### src/rtl/scc_pkg.sv
package scc_pkg;

    localparam int NUM_LINES_DEF   = 64;
    localparam int SECTOR_BITS_DEF = 32;
    localparam int MODE_W          = 3;

    localparam logic [MODE_W-1:0] MODE_READ      = 3'd0;
    localparam logic [MODE_W-1:0] MODE_WRITE     = 3'd1;
    localparam logic [MODE_W-1:0] MODE_PREFETCH  = 3'd2;
    localparam logic [MODE_W-1:0] MODE_FLUSH     = 3'd3;
    localparam logic [MODE_W-1:0] MODE_FLUSH_INV = 3'd4;

    typedef struct packed {
        logic load;
        logic look_step;
        logic em_hit;
        logic take_free;
        logic evict_init;
        logic evict_step;
        logic em_fill;
        logic f_mark;
        logic f_step;
        logic f_push;
        logic f_finish;
    } t_cmd;

    typedef struct packed {
        logic in_access;
        logic in_flush;
        logic hit;
        logic miss_done;
        logic full;
        logic acc_set;
        logic scan_end;
        logic cur_dirty;
        logic pend_valid;
        logic emit_ok;
    } t_stat;

endpackage

### src/rtl/sector_cache_clock_replacement_core.sv
// Tag and replacement controller for a fully associative sector cache.
// The input channel (i_in_valid, o_in_stall) carries one beat per command:
// read, write or prefetch of a sector, flush of dirty lines, or flush with
// invalidate. The output channel (o_out_valid, i_out_stall) carries result
// beats: one for each access or prefetch, one per dirty line for a flush,
// with o_last on the final beat of a command. Undefined modes give none.
// One command is worked on at a time. A lookup compares one stored tag per
// cycle against the sector. A miss on a full cache adds a second chance
// scan from slot 0 that clears the accessed bit of each line it passes
// over. A flush steps over clean lines and marks each dirty line clean
// before it queues that line's result beat. The tag memory read port is
// registered. The result register lets the next command be accepted while
// a result beat still waits. While i_out_stall holds, the beat stays
// unchanged and the controller waits before writing another one.
// Synchronous reset empties the cache: no lines in use, all dirty and
// accessed bits clear. No clearing pass is needed.
module sector_cache_clock_replacement_core #(
    parameter int NUM_LINES   = scc_pkg::NUM_LINES_DEF,
    parameter int SECTOR_BITS = scc_pkg::SECTOR_BITS_DEF
) (
    input  logic                          i_clk,
    input  logic                          i_rst_n,
    input  logic                          i_in_valid,
    output logic                          o_in_stall,
    input  logic [scc_pkg::MODE_W-1:0]    i_mode,
    input  logic [SECTOR_BITS-1:0]        i_sector,
    output logic                          o_out_valid,
    input  logic                          i_out_stall,
    output logic [$clog2(NUM_LINES)-1:0]  o_slot,
    output logic                          o_hit,
    output logic                          o_fill_needed,
    output logic                          o_writeback_valid,
    output logic [SECTOR_BITS-1:0]        o_writeback_sector,
    output logic                          o_last
);

    scc_pkg::t_cmd  cmd;
    scc_pkg::t_stat stat;

    scc_ctrl u_ctrl (
        .i_clk      (i_clk),
        .i_rst_n    (i_rst_n),
        .i_in_valid (i_in_valid),
        .o_in_stall (o_in_stall),
        .i_stat     (stat),
        .o_cmd      (cmd)
    );

    scc_dp #(
        .NUM_LINES   (NUM_LINES),
        .SECTOR_BITS (SECTOR_BITS)
    ) u_dp (
        .i_clk              (i_clk),
        .i_rst_n            (i_rst_n),
        .i_mode             (i_mode),
        .i_sector           (i_sector),
        .i_cmd              (cmd),
        .o_stat             (stat),
        .i_out_stall        (i_out_stall),
        .o_out_valid        (o_out_valid),
        .o_slot             (o_slot),
        .o_hit              (o_hit),
        .o_fill_needed      (o_fill_needed),
        .o_writeback_valid  (o_writeback_valid),
        .o_writeback_sector (o_writeback_sector),
        .o_last             (o_last)
    );

endmodule

### src/rtl/scc_dp.sv
module scc_dp #(
    parameter int NUM_LINES   = scc_pkg::NUM_LINES_DEF,
    parameter int SECTOR_BITS = scc_pkg::SECTOR_BITS_DEF
) (
    input  logic                                i_clk,
    input  logic                                i_rst_n,
    input  logic [scc_pkg::MODE_W-1:0]          i_mode,
    input  logic [SECTOR_BITS-1:0]              i_sector,
    input  scc_pkg::t_cmd                       i_cmd,
    output scc_pkg::t_stat                      o_stat,
    input  logic                                i_out_stall,
    output logic                                o_out_valid,
    output logic [$clog2(NUM_LINES)-1:0]        o_slot,
    output logic                                o_hit,
    output logic                                o_fill_needed,
    output logic                                o_writeback_valid,
    output logic [SECTOR_BITS-1:0]              o_writeback_sector,
    output logic                                o_last
);

    localparam int SLOT_W = $clog2(NUM_LINES);
    localparam int IDX_W  = $clog2(NUM_LINES + 1);
    localparam logic [IDX_W-1:0] LAST_IDX = IDX_W'(NUM_LINES - 1);
    localparam logic [IDX_W-1:0] FULL_CNT = IDX_W'(NUM_LINES);

    logic [scc_pkg::MODE_W-1:0] r_mode;
    logic [SECTOR_BITS-1:0]     r_sector;
    logic [IDX_W-1:0]           r_idx;
    logic [IDX_W-1:0]           r_filled;
    logic                       r_cmp_valid;
    logic [SLOT_W-1:0]          r_cmp_idx;
    logic [SECTOR_BITS-1:0]     r_tag_q;
    logic [SECTOR_BITS-1:0]     r_tag_mem [NUM_LINES];
    logic [NUM_LINES-1:0]       r_dirty;
    logic [NUM_LINES-1:0]       r_acc;
    logic                       r_pend_valid;
    logic [SLOT_W-1:0]          r_pend_slot;
    logic [SECTOR_BITS-1:0]     r_pend_tag;

    logic                       r_out_valid;
    logic [SLOT_W-1:0]          r_out_slot;
    logic                       r_out_hit;
    logic                       r_out_fill;
    logic                       r_out_wbv;
    logic [SECTOR_BITS-1:0]     r_out_wbs;
    logic                       r_out_last;

    logic                       n_emit;
    logic [SLOT_W-1:0]          n_slot;
    logic                       n_hit;
    logic                       n_fill;
    logic                       n_wbv;
    logic [SECTOR_BITS-1:0]     n_wbs;
    logic                       n_last;

    logic [SLOT_W-1:0]          cur;
    logic                       issue;
    logic                       tag_match;
    logic                       emit_ok;

    assign cur       = r_idx[SLOT_W-1:0];
    assign issue     = r_idx < r_filled;
    assign tag_match = r_cmp_valid && (r_tag_q == r_sector);
    assign emit_ok   = !r_out_valid || !i_out_stall;

    always_comb begin
        o_stat.in_access  = (i_mode == scc_pkg::MODE_READ) || (i_mode == scc_pkg::MODE_WRITE)
                            || (i_mode == scc_pkg::MODE_PREFETCH);
        o_stat.in_flush   = (i_mode == scc_pkg::MODE_FLUSH)
                            || (i_mode == scc_pkg::MODE_FLUSH_INV);
        o_stat.hit        = tag_match;
        o_stat.miss_done  = !r_cmp_valid && !issue;
        o_stat.full       = r_filled == FULL_CNT;
        o_stat.acc_set    = r_acc[cur];
        o_stat.scan_end   = !issue;
        o_stat.cur_dirty  = r_dirty[cur];
        o_stat.pend_valid = r_pend_valid;
        o_stat.emit_ok    = emit_ok;
    end

    always_comb begin
        n_emit = 1'b0;
        n_slot = r_pend_slot;
        n_hit  = 1'b0;
        n_fill = 1'b0;
        n_wbv  = 1'b1;
        n_wbs  = r_pend_tag;
        n_last = 1'b0;
        priority if (i_cmd.em_hit) begin
            n_emit = 1'b1;
            n_slot = r_cmp_idx;
            n_hit  = 1'b1;
            n_wbv  = 1'b0;
            n_wbs  = '0;
            n_last = 1'b1;
        end else if (i_cmd.em_fill) begin
            n_emit = 1'b1;
            n_slot = cur;
            n_fill = 1'b1;
            n_wbv  = r_dirty[cur];
            n_wbs  = r_dirty[cur] ? r_tag_q : '0;
            n_last = 1'b1;
        end else if (i_cmd.f_push) begin
            n_emit = r_pend_valid;
        end else if (i_cmd.f_finish) begin
            n_emit = r_pend_valid;
            n_last = 1'b1;
        end
    end

    always_ff @(posedge i_clk) begin
        if (i_cmd.em_fill) begin
            r_tag_mem[cur] <= r_sector;
        end
        r_tag_q <= r_tag_mem[cur];
    end

    always_ff @(posedge i_clk) begin
        if (!i_rst_n) begin
            r_filled     <= '0;
            r_dirty      <= '0;
            r_acc        <= '0;
            r_cmp_valid  <= 1'b0;
            r_pend_valid <= 1'b0;
            r_out_valid  <= 1'b0;
        end else begin
            if (i_cmd.load) begin
                r_mode       <= i_mode;
                r_sector     <= i_sector;
                r_idx        <= '0;
                r_cmp_valid  <= 1'b0;
                r_pend_valid <= 1'b0;
            end
            if (i_cmd.look_step) begin
                r_cmp_valid <= issue;
                r_cmp_idx   <= cur;
                if (issue) begin
                    r_idx <= r_idx + IDX_W'(1);
                end
            end
            if (i_cmd.em_hit && (r_mode != scc_pkg::MODE_PREFETCH)) begin
                r_acc[r_cmp_idx] <= 1'b1;
                if (r_mode == scc_pkg::MODE_WRITE) begin
                    r_dirty[r_cmp_idx] <= 1'b1;
                end
            end
            if (i_cmd.take_free) begin
                r_idx    <= r_filled;
                r_filled <= r_filled + IDX_W'(1);
            end
            if (i_cmd.evict_init) begin
                r_idx <= '0;
            end
            if (i_cmd.evict_step) begin
                r_acc[cur] <= 1'b0;
                r_idx      <= (r_idx == LAST_IDX) ? '0 : r_idx + IDX_W'(1);
            end
            if (i_cmd.em_fill) begin
                r_dirty[cur] <= r_mode == scc_pkg::MODE_WRITE;
                r_acc[cur]   <= r_mode != scc_pkg::MODE_PREFETCH;
            end
            if (i_cmd.f_mark) begin
                r_dirty[cur] <= 1'b0;
            end
            if (i_cmd.f_step) begin
                r_idx <= r_idx + IDX_W'(1);
            end
            if (i_cmd.f_push) begin
                r_pend_valid <= 1'b1;
                r_pend_slot  <= cur;
                r_pend_tag   <= r_tag_q;
                r_idx        <= r_idx + IDX_W'(1);
            end
            if (i_cmd.f_finish) begin
                r_pend_valid <= 1'b0;
                if (r_mode == scc_pkg::MODE_FLUSH_INV) begin
                    r_dirty  <= '0;
                    r_acc    <= '0;
                    r_filled <= '0;
                end
            end
            if (n_emit) begin
                r_out_valid <= 1'b1;
            end else if (!i_out_stall) begin
                r_out_valid <= 1'b0;
            end
        end
    end

    always_ff @(posedge i_clk) begin
        if (n_emit) begin
            r_out_slot <= n_slot;
            r_out_hit  <= n_hit;
            r_out_fill <= n_fill;
            r_out_wbv  <= n_wbv;
            r_out_wbs  <= n_wbs;
            r_out_last <= n_last;
        end
    end

    assign o_out_valid        = r_out_valid;
    assign o_slot             = r_out_slot;
    assign o_hit              = r_out_hit;
    assign o_fill_needed      = r_out_fill;
    assign o_writeback_valid  = r_out_wbv;
    assign o_writeback_sector = r_out_wbs;
    assign o_last             = r_out_last;

    a_fill_bound: assert property (@(posedge i_clk) disable iff (!i_rst_n)
        r_filled <= FULL_CNT)
        else $error("fill count beyond line count");

    a_no_overwrite: assert property (@(posedge i_clk) disable iff (!i_rst_n)
        n_emit |-> emit_ok)
        else $error("result written over a waiting beat");

    a_hit_match: assert property (@(posedge i_clk) disable iff (!i_rst_n)
        i_cmd.em_hit |-> (r_cmp_valid && (r_tag_mem[r_cmp_idx] == r_sector)))
        else $error("hit reported without a tag match");

    a_inv_clears: assert property (@(posedge i_clk) disable iff (!i_rst_n)
        (i_cmd.f_finish && (r_mode == scc_pkg::MODE_FLUSH_INV)) |=> (r_filled == '0))
        else $error("invalidate left lines in use");

endmodule

### src/rtl/scc_ctrl.sv
module scc_ctrl (
    input  logic           i_clk,
    input  logic           i_rst_n,
    input  logic           i_in_valid,
    output logic           o_in_stall,
    input  scc_pkg::t_stat i_stat,
    output scc_pkg::t_cmd  o_cmd
);

    localparam logic [3:0] S_IDLE   = 4'd0;
    localparam logic [3:0] S_LOOKUP = 4'd1;
    localparam logic [3:0] S_HIT    = 4'd2;
    localparam logic [3:0] S_MISS   = 4'd3;
    localparam logic [3:0] S_EVICT  = 4'd4;
    localparam logic [3:0] S_FILL   = 4'd5;
    localparam logic [3:0] S_FSCAN  = 4'd6;
    localparam logic [3:0] S_FHOLD  = 4'd7;
    localparam logic [3:0] S_FEND   = 4'd8;

    logic [3:0] r_state;
    logic [3:0] n_state;

    assign o_in_stall = r_state != S_IDLE;

    always_comb begin
        n_state = r_state;
        o_cmd   = '0;
        unique case (r_state)
            S_IDLE: begin
                if (i_in_valid) begin
                    o_cmd.load = 1'b1;
                    if (i_stat.in_access) begin
                        n_state = S_LOOKUP;
                    end else if (i_stat.in_flush) begin
                        n_state = S_FSCAN;
                    end
                end
            end
            S_LOOKUP: begin
                if (i_stat.hit) begin
                    n_state = S_HIT;
                end else if (i_stat.miss_done) begin
                    n_state = S_MISS;
                end else begin
                    o_cmd.look_step = 1'b1;
                end
            end
            S_HIT: begin
                if (i_stat.emit_ok) begin
                    o_cmd.em_hit = 1'b1;
                    n_state      = S_IDLE;
                end
            end
            S_MISS: begin
                if (i_stat.full) begin
                    o_cmd.evict_init = 1'b1;
                    n_state          = S_EVICT;
                end else begin
                    o_cmd.take_free = 1'b1;
                    n_state         = S_FILL;
                end
            end
            S_EVICT: begin
                if (i_stat.acc_set) begin
                    o_cmd.evict_step = 1'b1;
                end else begin
                    n_state = S_FILL;
                end
            end
            S_FILL: begin
                if (i_stat.emit_ok) begin
                    o_cmd.em_fill = 1'b1;
                    n_state       = S_IDLE;
                end
            end
            S_FSCAN: begin
                if (i_stat.scan_end) begin
                    n_state = S_FEND;
                end else if (i_stat.cur_dirty) begin
                    o_cmd.f_mark = 1'b1;
                    n_state      = S_FHOLD;
                end else begin
                    o_cmd.f_step = 1'b1;
                end
            end
            S_FHOLD: begin
                if (!i_stat.pend_valid || i_stat.emit_ok) begin
                    o_cmd.f_push = 1'b1;
                    n_state      = S_FSCAN;
                end
            end
            S_FEND: begin
                if (!i_stat.pend_valid || i_stat.emit_ok) begin
                    o_cmd.f_finish = 1'b1;
                    n_state        = S_IDLE;
                end
            end
            default: begin
                n_state = S_IDLE;
            end
        endcase
    end

    always_ff @(posedge i_clk) begin
        if (!i_rst_n) begin
            r_state <= S_IDLE;
        end else begin
            r_state <= n_state;
        end
    end

    a_one_cmd: assert property (@(posedge i_clk) disable iff (!i_rst_n)
        $onehot0(o_cmd))
        else $error("more than one datapath command at once");

    a_load_idle: assert property (@(posedge i_clk) disable iff (!i_rst_n)
        o_cmd.load |-> (r_state == S_IDLE))
        else $error("new item loaded while busy");

endmodule
### config.mk
export PLATFORM = sky130hd
export DESIGN_NAME = sector_cache_clock_replacement_core
export DESIGN_NICKNAME = d
export VERILOG_FILES = /design/src/rtl/scc_pkg.sv /design/src/rtl/sector_cache_clock_replacement_core.sv /design/src/rtl/scc_dp.sv /design/src/rtl/scc_ctrl.sv
export SDC_FILE = /design/constraint.sdc
export NUM_CORES = 2
export LEC_CHECK = 0
export BUFFER_PORTS_ARGS = -buffer_cell sky130_fd_sc_hd__buf_2
export CORE_AREA = 2 2 398 400
export CTS_CLUSTER_DIAMETER = 80
export DETAILED_ROUTE_END_ITERATION = 6
export DIE_AREA = 0 0 400 402
export PLACE_DENSITY = 0.75
export SETUP_SLACK_MARGIN = 0.5
export SKIP_LAST_GASP = 1
export SLEW_MARGIN = 15
export SYNTH_ARGS = -nofsm -noshare
export SYNTH_HDL_FRONTEND = slang
export SYNTH_SLANG_ARGS = --single-unit
### constraint.sdc
create_clock -name i_clk -period 5.2 [get_ports i_clk]
set_clock_uncertainty 0.15 [all_clocks]
set_input_delay 1.04 -clock i_clk [delete_from_list [all_inputs] [get_ports i_clk]]
set_output_delay 1.04 -clock i_clk [all_outputs]
set_load 0.01 [all_outputs]
# Yosys cells after proc, flatten, opt, wreduce, memory -nomap -nowiden
# Memories as Yosys holds them, arrays and structs flattened. A register that Yosys moved wholly into a read port is not among the register bits.
# Index checks and enable logic that the tools add are counted.
[classes] n_addsub=2 mul=0 div_mod_pow=0 magnitude_cmp=5 eq_ne=27 n_shift=0 n_mux=89 bitwise_logic=6 reduce_logical=27
[op_table] operator="2-to-1 mux 64 bit" count=15
[op_table] operator="bitwise AND 64 bit" count=2
[op_table] operator="bitwise mux 64 bit" count=2
[op_table] operator="OR 64 bit" count=2
[op_table] operator="2-to-1 mux 7 bit" count=12
[op_table] operator="2-to-1 mux 32 bit" count=2
[op_table] operator="inverter 64 bit" count=1
[op_table] operator="2-to-1 mux 4 bit" count=11
[op_table] operator="2-to-1 mux 1 bit" count=37
[op_table] operator="== test 32 bit" count=1
[op_table] operator="one-hot mux 4 bit (8 select lines)" count=1
[op_table] operator="== test 4 x 3 -> 1 bit (second input constant)" count=4
[op_table] operator="adder 7 x 1 -> 7 bit (second input constant)" count=2
[op_table] operator="less-than comparator 6 x 7 -> 1 bit (second input constant)" count=2
[op_table] operator="binary-select mux 1 bit (select 6 bit)" count=2
[op_table] operator="demux 1 bit (select 6 bit)" count=2
[op_table] operator="greater-or-equal comparator 6 x 1 -> 1 bit (second input constant)" count=2
[op_table] operator="2-to-1 mux 6 bit" count=2
[op_table] operator="== test 4 x 2 -> 1 bit (second input constant)" count=2
[op_table] operator="!= test 2 x 1 -> 1 bit (second input constant)" count=4
[op_table] operator="AND reduction 8 bit" count=1
[op_table] operator="== test 7 x 6 -> 1 bit (second input constant)" count=1
[op_table] operator="== test 7 bit (second input constant)" count=1
[op_table] operator="less-than comparator 7 bit" count=1
[op_table] operator="19 further kinds" count=44
[totals] regBits=270 latch_bits=0 ramBits=2048 mem_bits_ro=0 out_inout_bits=44 word_cells=176 n_memories=1
[mem_list] name="u_dp.r_tag_mem" words=64 width=32 rd=1 rd_clocked_by_memory_dff=1 wr=1 line_no="scc_dp.sv:33" rtl="logic [SECTOR_BITS-1:0] r_tag_mem [NUM_LINES];"

# Logic depth before layout (Yosys ltp)
[logic_depth] depth_word=15 depth_mapped=15

# Modules after synthesis
# Synthesis repeated with hierarchy kept, for this count alone.
[unflattened] cells_unflattened=5636 area_unflattened_um2=91974.5
[modules_own_cells] mod="scc_dp" instances=1 cells_each=5566 area_per_inst_um2=91441.4
[modules_own_cells] mod="scc_ctrl" instances=1 cells_each=70 area_per_inst_um2=533.0

# Worst setup path after synthesis
# OpenSTA, ideal clock, no wires.
[synth_timing] kind="register -> register" start="reg u_dp.r_idx[0]" end="reg u_dp.r_dirty[56]" setup_time_ns=0.095 arrival_time_ns=4.736 required_ns=4.955 path_slack_ns=0.219 stages_incl_launch_ff=12 synth_period_minus_slack_ns=4.981 path_cell_list="edfxtp_1 -> buf_6 -> buf_12 -> buf_4 -> buf_4 -> buf_6 -> nor2_4 -> nand2_1 -> clkbuf_1 -> nor3_1 -> o21ai_0 -> a221oi_1"
[synth_between] elab_chain_cells=11
[synth_rtl] element="start: declaration" line_no="scc_dp.sv:28" rtl="logic [IDX_W-1:0] r_idx;"
[synth_rtl] element="start signal: assignment" line_no="scc_dp.sv:138" rtl="r_idx <= r_idx + IDX_W'(1);"
[synth_rtl] element="start signal: assignment" line_no="scc_dp.sv:148" rtl="r_idx <= r_filled;"
[synth_rtl] element="start signal: assignment" line_no="scc_dp.sv:156" rtl="r_idx <= (r_idx == LAST_IDX) ? '0 : r_idx + IDX_W'(1);"
[synth_rtl] element="less-than comparator 6 x 7 -> 1 bit (implied by the code) / greater-or-equal comparator 6 x 1 -> 1 bit (equally long branches)" line_no="scc_dp.sv:159, scc_dp.sv:163"
[synth_rtl] element="logical AND 1 bit (implied by the code)" line_no="scc_dp.sv:159, scc_dp.sv:163"
[synth_rtl] element="2-to-1 mux 1 bit (implied by the code)" line_no="scc_dp.sv:159, scc_dp.sv:163"
[synth_rtl] element="demux 1 bit (select 6 bit)"
[synth_rtl] element="bitwise mux 64 bit" line_no="scc_dp.sv:159" rtl="r_dirty[cur] <= r_mode == scc_pkg::MODE_WRITE;"
[synth_rtl] element="2-to-1 mux 64 bit" line_no="scc_dp.sv:158" rtl="if (i_cmd.em_fill) begin"
[synth_rtl] element="2-to-1 mux 64 bit" line_no="scc_dp.sv:119" rtl="if (!i_rst_n) begin"
[synth_rtl] element="bitwise AND 64 bit (no source line)"
[synth_rtl] element="2-to-1 mux 64 bit *" line_no="scc_dp.sv:162" rtl="if (i_cmd.f_mark) begin"
[synth_rtl] element="2-to-1 mux 64 bit" line_no="scc_dp.sv:176" rtl="if (r_mode == scc_pkg::MODE_FLUSH_INV) begin"
[synth_rtl] element="2-to-1 mux 64 bit *" line_no="scc_dp.sv:174" rtl="if (i_cmd.f_finish) begin"
[synth_rtl] element="end signal: indexed assignment" line_no="scc_dp.sv:159"
[synth_rtl] element="end: declaration" line_no="scc_dp.sv:34" rtl="logic [NUM_LINES-1:0] r_dirty;"
# Every way passes the cells marked *; elsewhere a longest branch is shown, timed or not. The select of a mux whose other input is x is not followed.
# A chain may end at the register's enable or synchronous reset.

==> flow_summary.ini <==
[routing]
routedWlPerCell_um = 39.02
dr.pass1.iters = 7
via_count = 58030
drt_first_iter_violations = 12170
drt-vias-per-instance = 7.434
post_route_m1_wl_um = 99510
antenna_violating_nets_post_route = 0
detailroute.wirelength.met3_um = 54620
routed-wl-met2_um = 128500
drc = 4
highest_layer = met5
drt_wl_total_um = 304600

[synthesis]
syn_nets = 5395
avg_synthesized_cell_area_um2 = 16.63
synth_fa_ha_area_share_pct = 0.1266
syn_inst = 5347
ys_types = 79
edff_count_synth = 2176
synth_ff_type = edfxtp_1
seq_area_frac_synth_pct = 77.40
cell_area_after_synthesis_mm2 = 0.08892
synthXorXnorAreaFrac_pct = 0.3940
largest_family_of_logic_cells_by_synthesized_area = compound AO/OA/AOI/OAI gates
synth_simple_gate_area_share_pct = 3.848
ys_warn_count = 0
ys_ff_latch = 2350
post_synthesis_mux_area_share_pct = 2.741
area_fraction_in_compound_gates_after_synthesis_pct = 13.36
async_flop_share_pct = 0

[global_route]
grt_usage_pct = 37.51
globalRouteOverflowTotal = 0
global_route_wire_length_before_repair_um = 419500
initial_antenna_violation_count = 11
grt_pass1_vias = 54900
grt_start_max_net_pins = 93

[setup_path]
ff2ff_setup_slack_ns = 0.59
critPathCaptureType = flip-flop
biggest_fanout_along_the_worst_timing_path = 80
critical_path.startpoint_type = flip-flop
setup.worst_path.class = reg2reg
cp_data_arrival_time_ns = 5.09
worstReg2RegStart = u_dp.r_idx[1]
required_ns = 5.68
worstSetupStartpoint = u_dp.r_idx[1]

[timing]
slew_viol_final = 0
final_critical_path_setup_slack_ns = 0.5940
rsz0062_at_grt = false
final.setup.tns_ns = 0
period_minus_slack_ns = 4.606
max-slew-margin-rel_pct = 9.718
timing.final.hold_violations = 0
final_min_period_over_clock_period_pct = 88.58
timing_worst_slew_pin_value_ns = 1.340
maxClockFrequency_ghz = 0.2171
setup_viol_count_final = 0
hold_ws_ns = 0.2010

[hold_path]
hold_class = in2reg
min_from = i_sector[31]

[floorplan]
die-height_um = 402
row_count = 146
core-area_mm2 = 0.1571
die_w_um = 400
ioPinCount = 83
die_area_mm2 = 0.1608
start_util_pct = 56.60

[placed_design]
preCtsSetupSlack_ns = 0.6236
globalplace.congestion = 1.016
detailedPlacementHpwl_um = 170900
io_buf_count = 82

[run]
max-cap-violations = 0

[cts]
clock_latency_on_the_worst_skew_pair_ns = 0.88
postCtsResizedCells = 0
cts_tree = yes
cts_num_sinks = 2350
postCtsHoldBufs = 0
inserted_clock_buffers = 220
path_clk_slew_ns = 0.07
cts_root_buffer = clkbuf_16
cts.htree.levels = 4
clock_tree.buffer_depth = 3

[power_and_ir_drop]
powerDensity_mw_per_mm2 = 506.9
p_total_w = 0.05096
vdd_drop_max_uv = 444.9
power.leakage_nw = 31.33

[finish]
layout.nets = 5583
area_growth_pct = 13.05
most_used_cells_in_the_layout_excluding_fill_and_tap_cells = edfxtp_1, a22oi_1, a221oi_1, clkbuf_16, nor2_1
drive_above_1_share_pct = 15.20
final_common_cell = edfxtp_1

[status]
status = finished with violations
failing_checks = DRC
-- cells by family after synthesis --
| kind of cell | Yosys count |
|---|---|
| simple gates | 729 |
| mux | 182 |
| buf+inv | 419 |
| xor+xnor | 40 |
| flops | 2350 |
| fa+ha+maj | 9 |
| compound gates | 1618 |
-- final timing paths --
check | endpoint | depth (start not counted)
hold reg to reg | u_dp.r_dirty[58] | 2
hold / removal | u_dp.r_sector[31] | 1
setup reg to reg | u_dp.r_tag_q[1] | 9
setup / recovery | u_dp.r_tag_q[1] | 9
-- state kept, by name (all words and copies together), names as in the netlist, 3 cells and up --
register and count:
u_dp.r_acc 64, u_dp.o_writeback_sector 32, u_dp.r_mode 3, u_dp.o_slot 6, u_dp.r_dirty 64, u_dp.r_sector 32
u_dp.r_cmp_idx 6, u_dp.r_tag_q 32, u_dp.r_tag_mem 2048, u_dp.r_pend_tag 32, u_dp.r_filled 7, u_dp.r_pend_slot 6
u_ctrl.r_state 4, u_dp.r_idx 7
-- synth_stat cells (9+ instances only) --
library cell / count / area [um^2]
a211oi_1: 44 / 330.3
a21oi_1: 156 / 780.8
a221o_1: 12 / 120.1
a221oi_1: 266 / 2330
a222oi_1: 13 / 130.1
a22o_1: 190 / 1664
a22oi_1: 517 / 3881
a311oi_1: 15 / 131.4
a31oi_1: 134 / 838.3
and2_1: 14 / 87.58
and3_1: 9 / 56.30
buf_1: 58 / 217.7
buf_2: 129 / 645.6
buf_4: 20 / 150.1
clkbuf_1: 159 / 596.8
dfxtp_1: 174 / 3483
edfxtp_1: 2176 / 65340
ha_1: 9 / 112.6
inv_1: 43 / 161.4
mux2_2: 69 / 777.0
mux2i_1: 71 / 710.7
mux4_2: 41 / 923.4
nand2_1: 192 / 720.7
nand2b_1: 19 / 118.9
nand3_1: 62 / 310.3
nand4_1: 54 / 337.8
nor2_1: 250 / 938.4
nor2b_1: 18 / 112.6
nor3_1: 46 / 230.2
nor4_1: 22 / 137.6
o211ai_1: 16 / 120.1
o21ai_0: 168 / 840.8
o22ai_1: 9 / 56.30
o31ai_1: 23 / 172.7
xnor2_1: 34 / 297.8
-- worst max-delay path: stages, from the launching register on --
cell and delay [ns]:
edfxtp_1 0.35, buf_4 0.39, buf_4 0.67, nor2_4 0.28, buf_12 0.30, a221oi_1 0.33, a31oi_1 0.12, or4_1 0.59
a21oi_1 0.60, o21ai_0 0.43
-- layout make-up --
cell class / count / area (um^2)
Clock inverter: 123 / 1071
Tap cell: 2072 / 2592
Inverter: 44 / 166.4
Antenna cell: 10 / 25.02
Fill cell: 10560 / 56570
Timing Repair Buffer: 341 / 3243
Sequential cell: 2350 / 68830
Clock buffer: 288 / 5954
Multi-Input combinational cell: 2578 / 18650
-- per-stage QoR --
step	instances	cell area (um^2)	utilization [%]
global placement	7381	93420	59.47
global route	7796	100500	63.97
CTS	7792	100500	63.94
floorplan	5347	88960	-
detailed placement	7381	93430	59.47
finish	7806	100500	63.99
-- routing by layer --
metal	up-vias	track usage [%]
li1	22420	-
met1	28540	48.71
met2	5859	52.35
met3	1201	16.29
met4	14	22.32
met5	-	0
-- report_power, final --
part           total [W]  switching, W  internal (W)
clock             0.0158       0.00704       0.00873
combinational     0.0128       0.00901       0.00381
sequential        0.0224      0.000805        0.0216
total             0.0510        0.0169        0.0341
-- repair_timing --
item / in CTS / in global routing
endpoints found under the setup margin: 0 / 1
endpoints found under the hold margin: 0 / 0
setup buffers: 0 / 4
No activity file was read; power rests on OpenSTA's default activity.
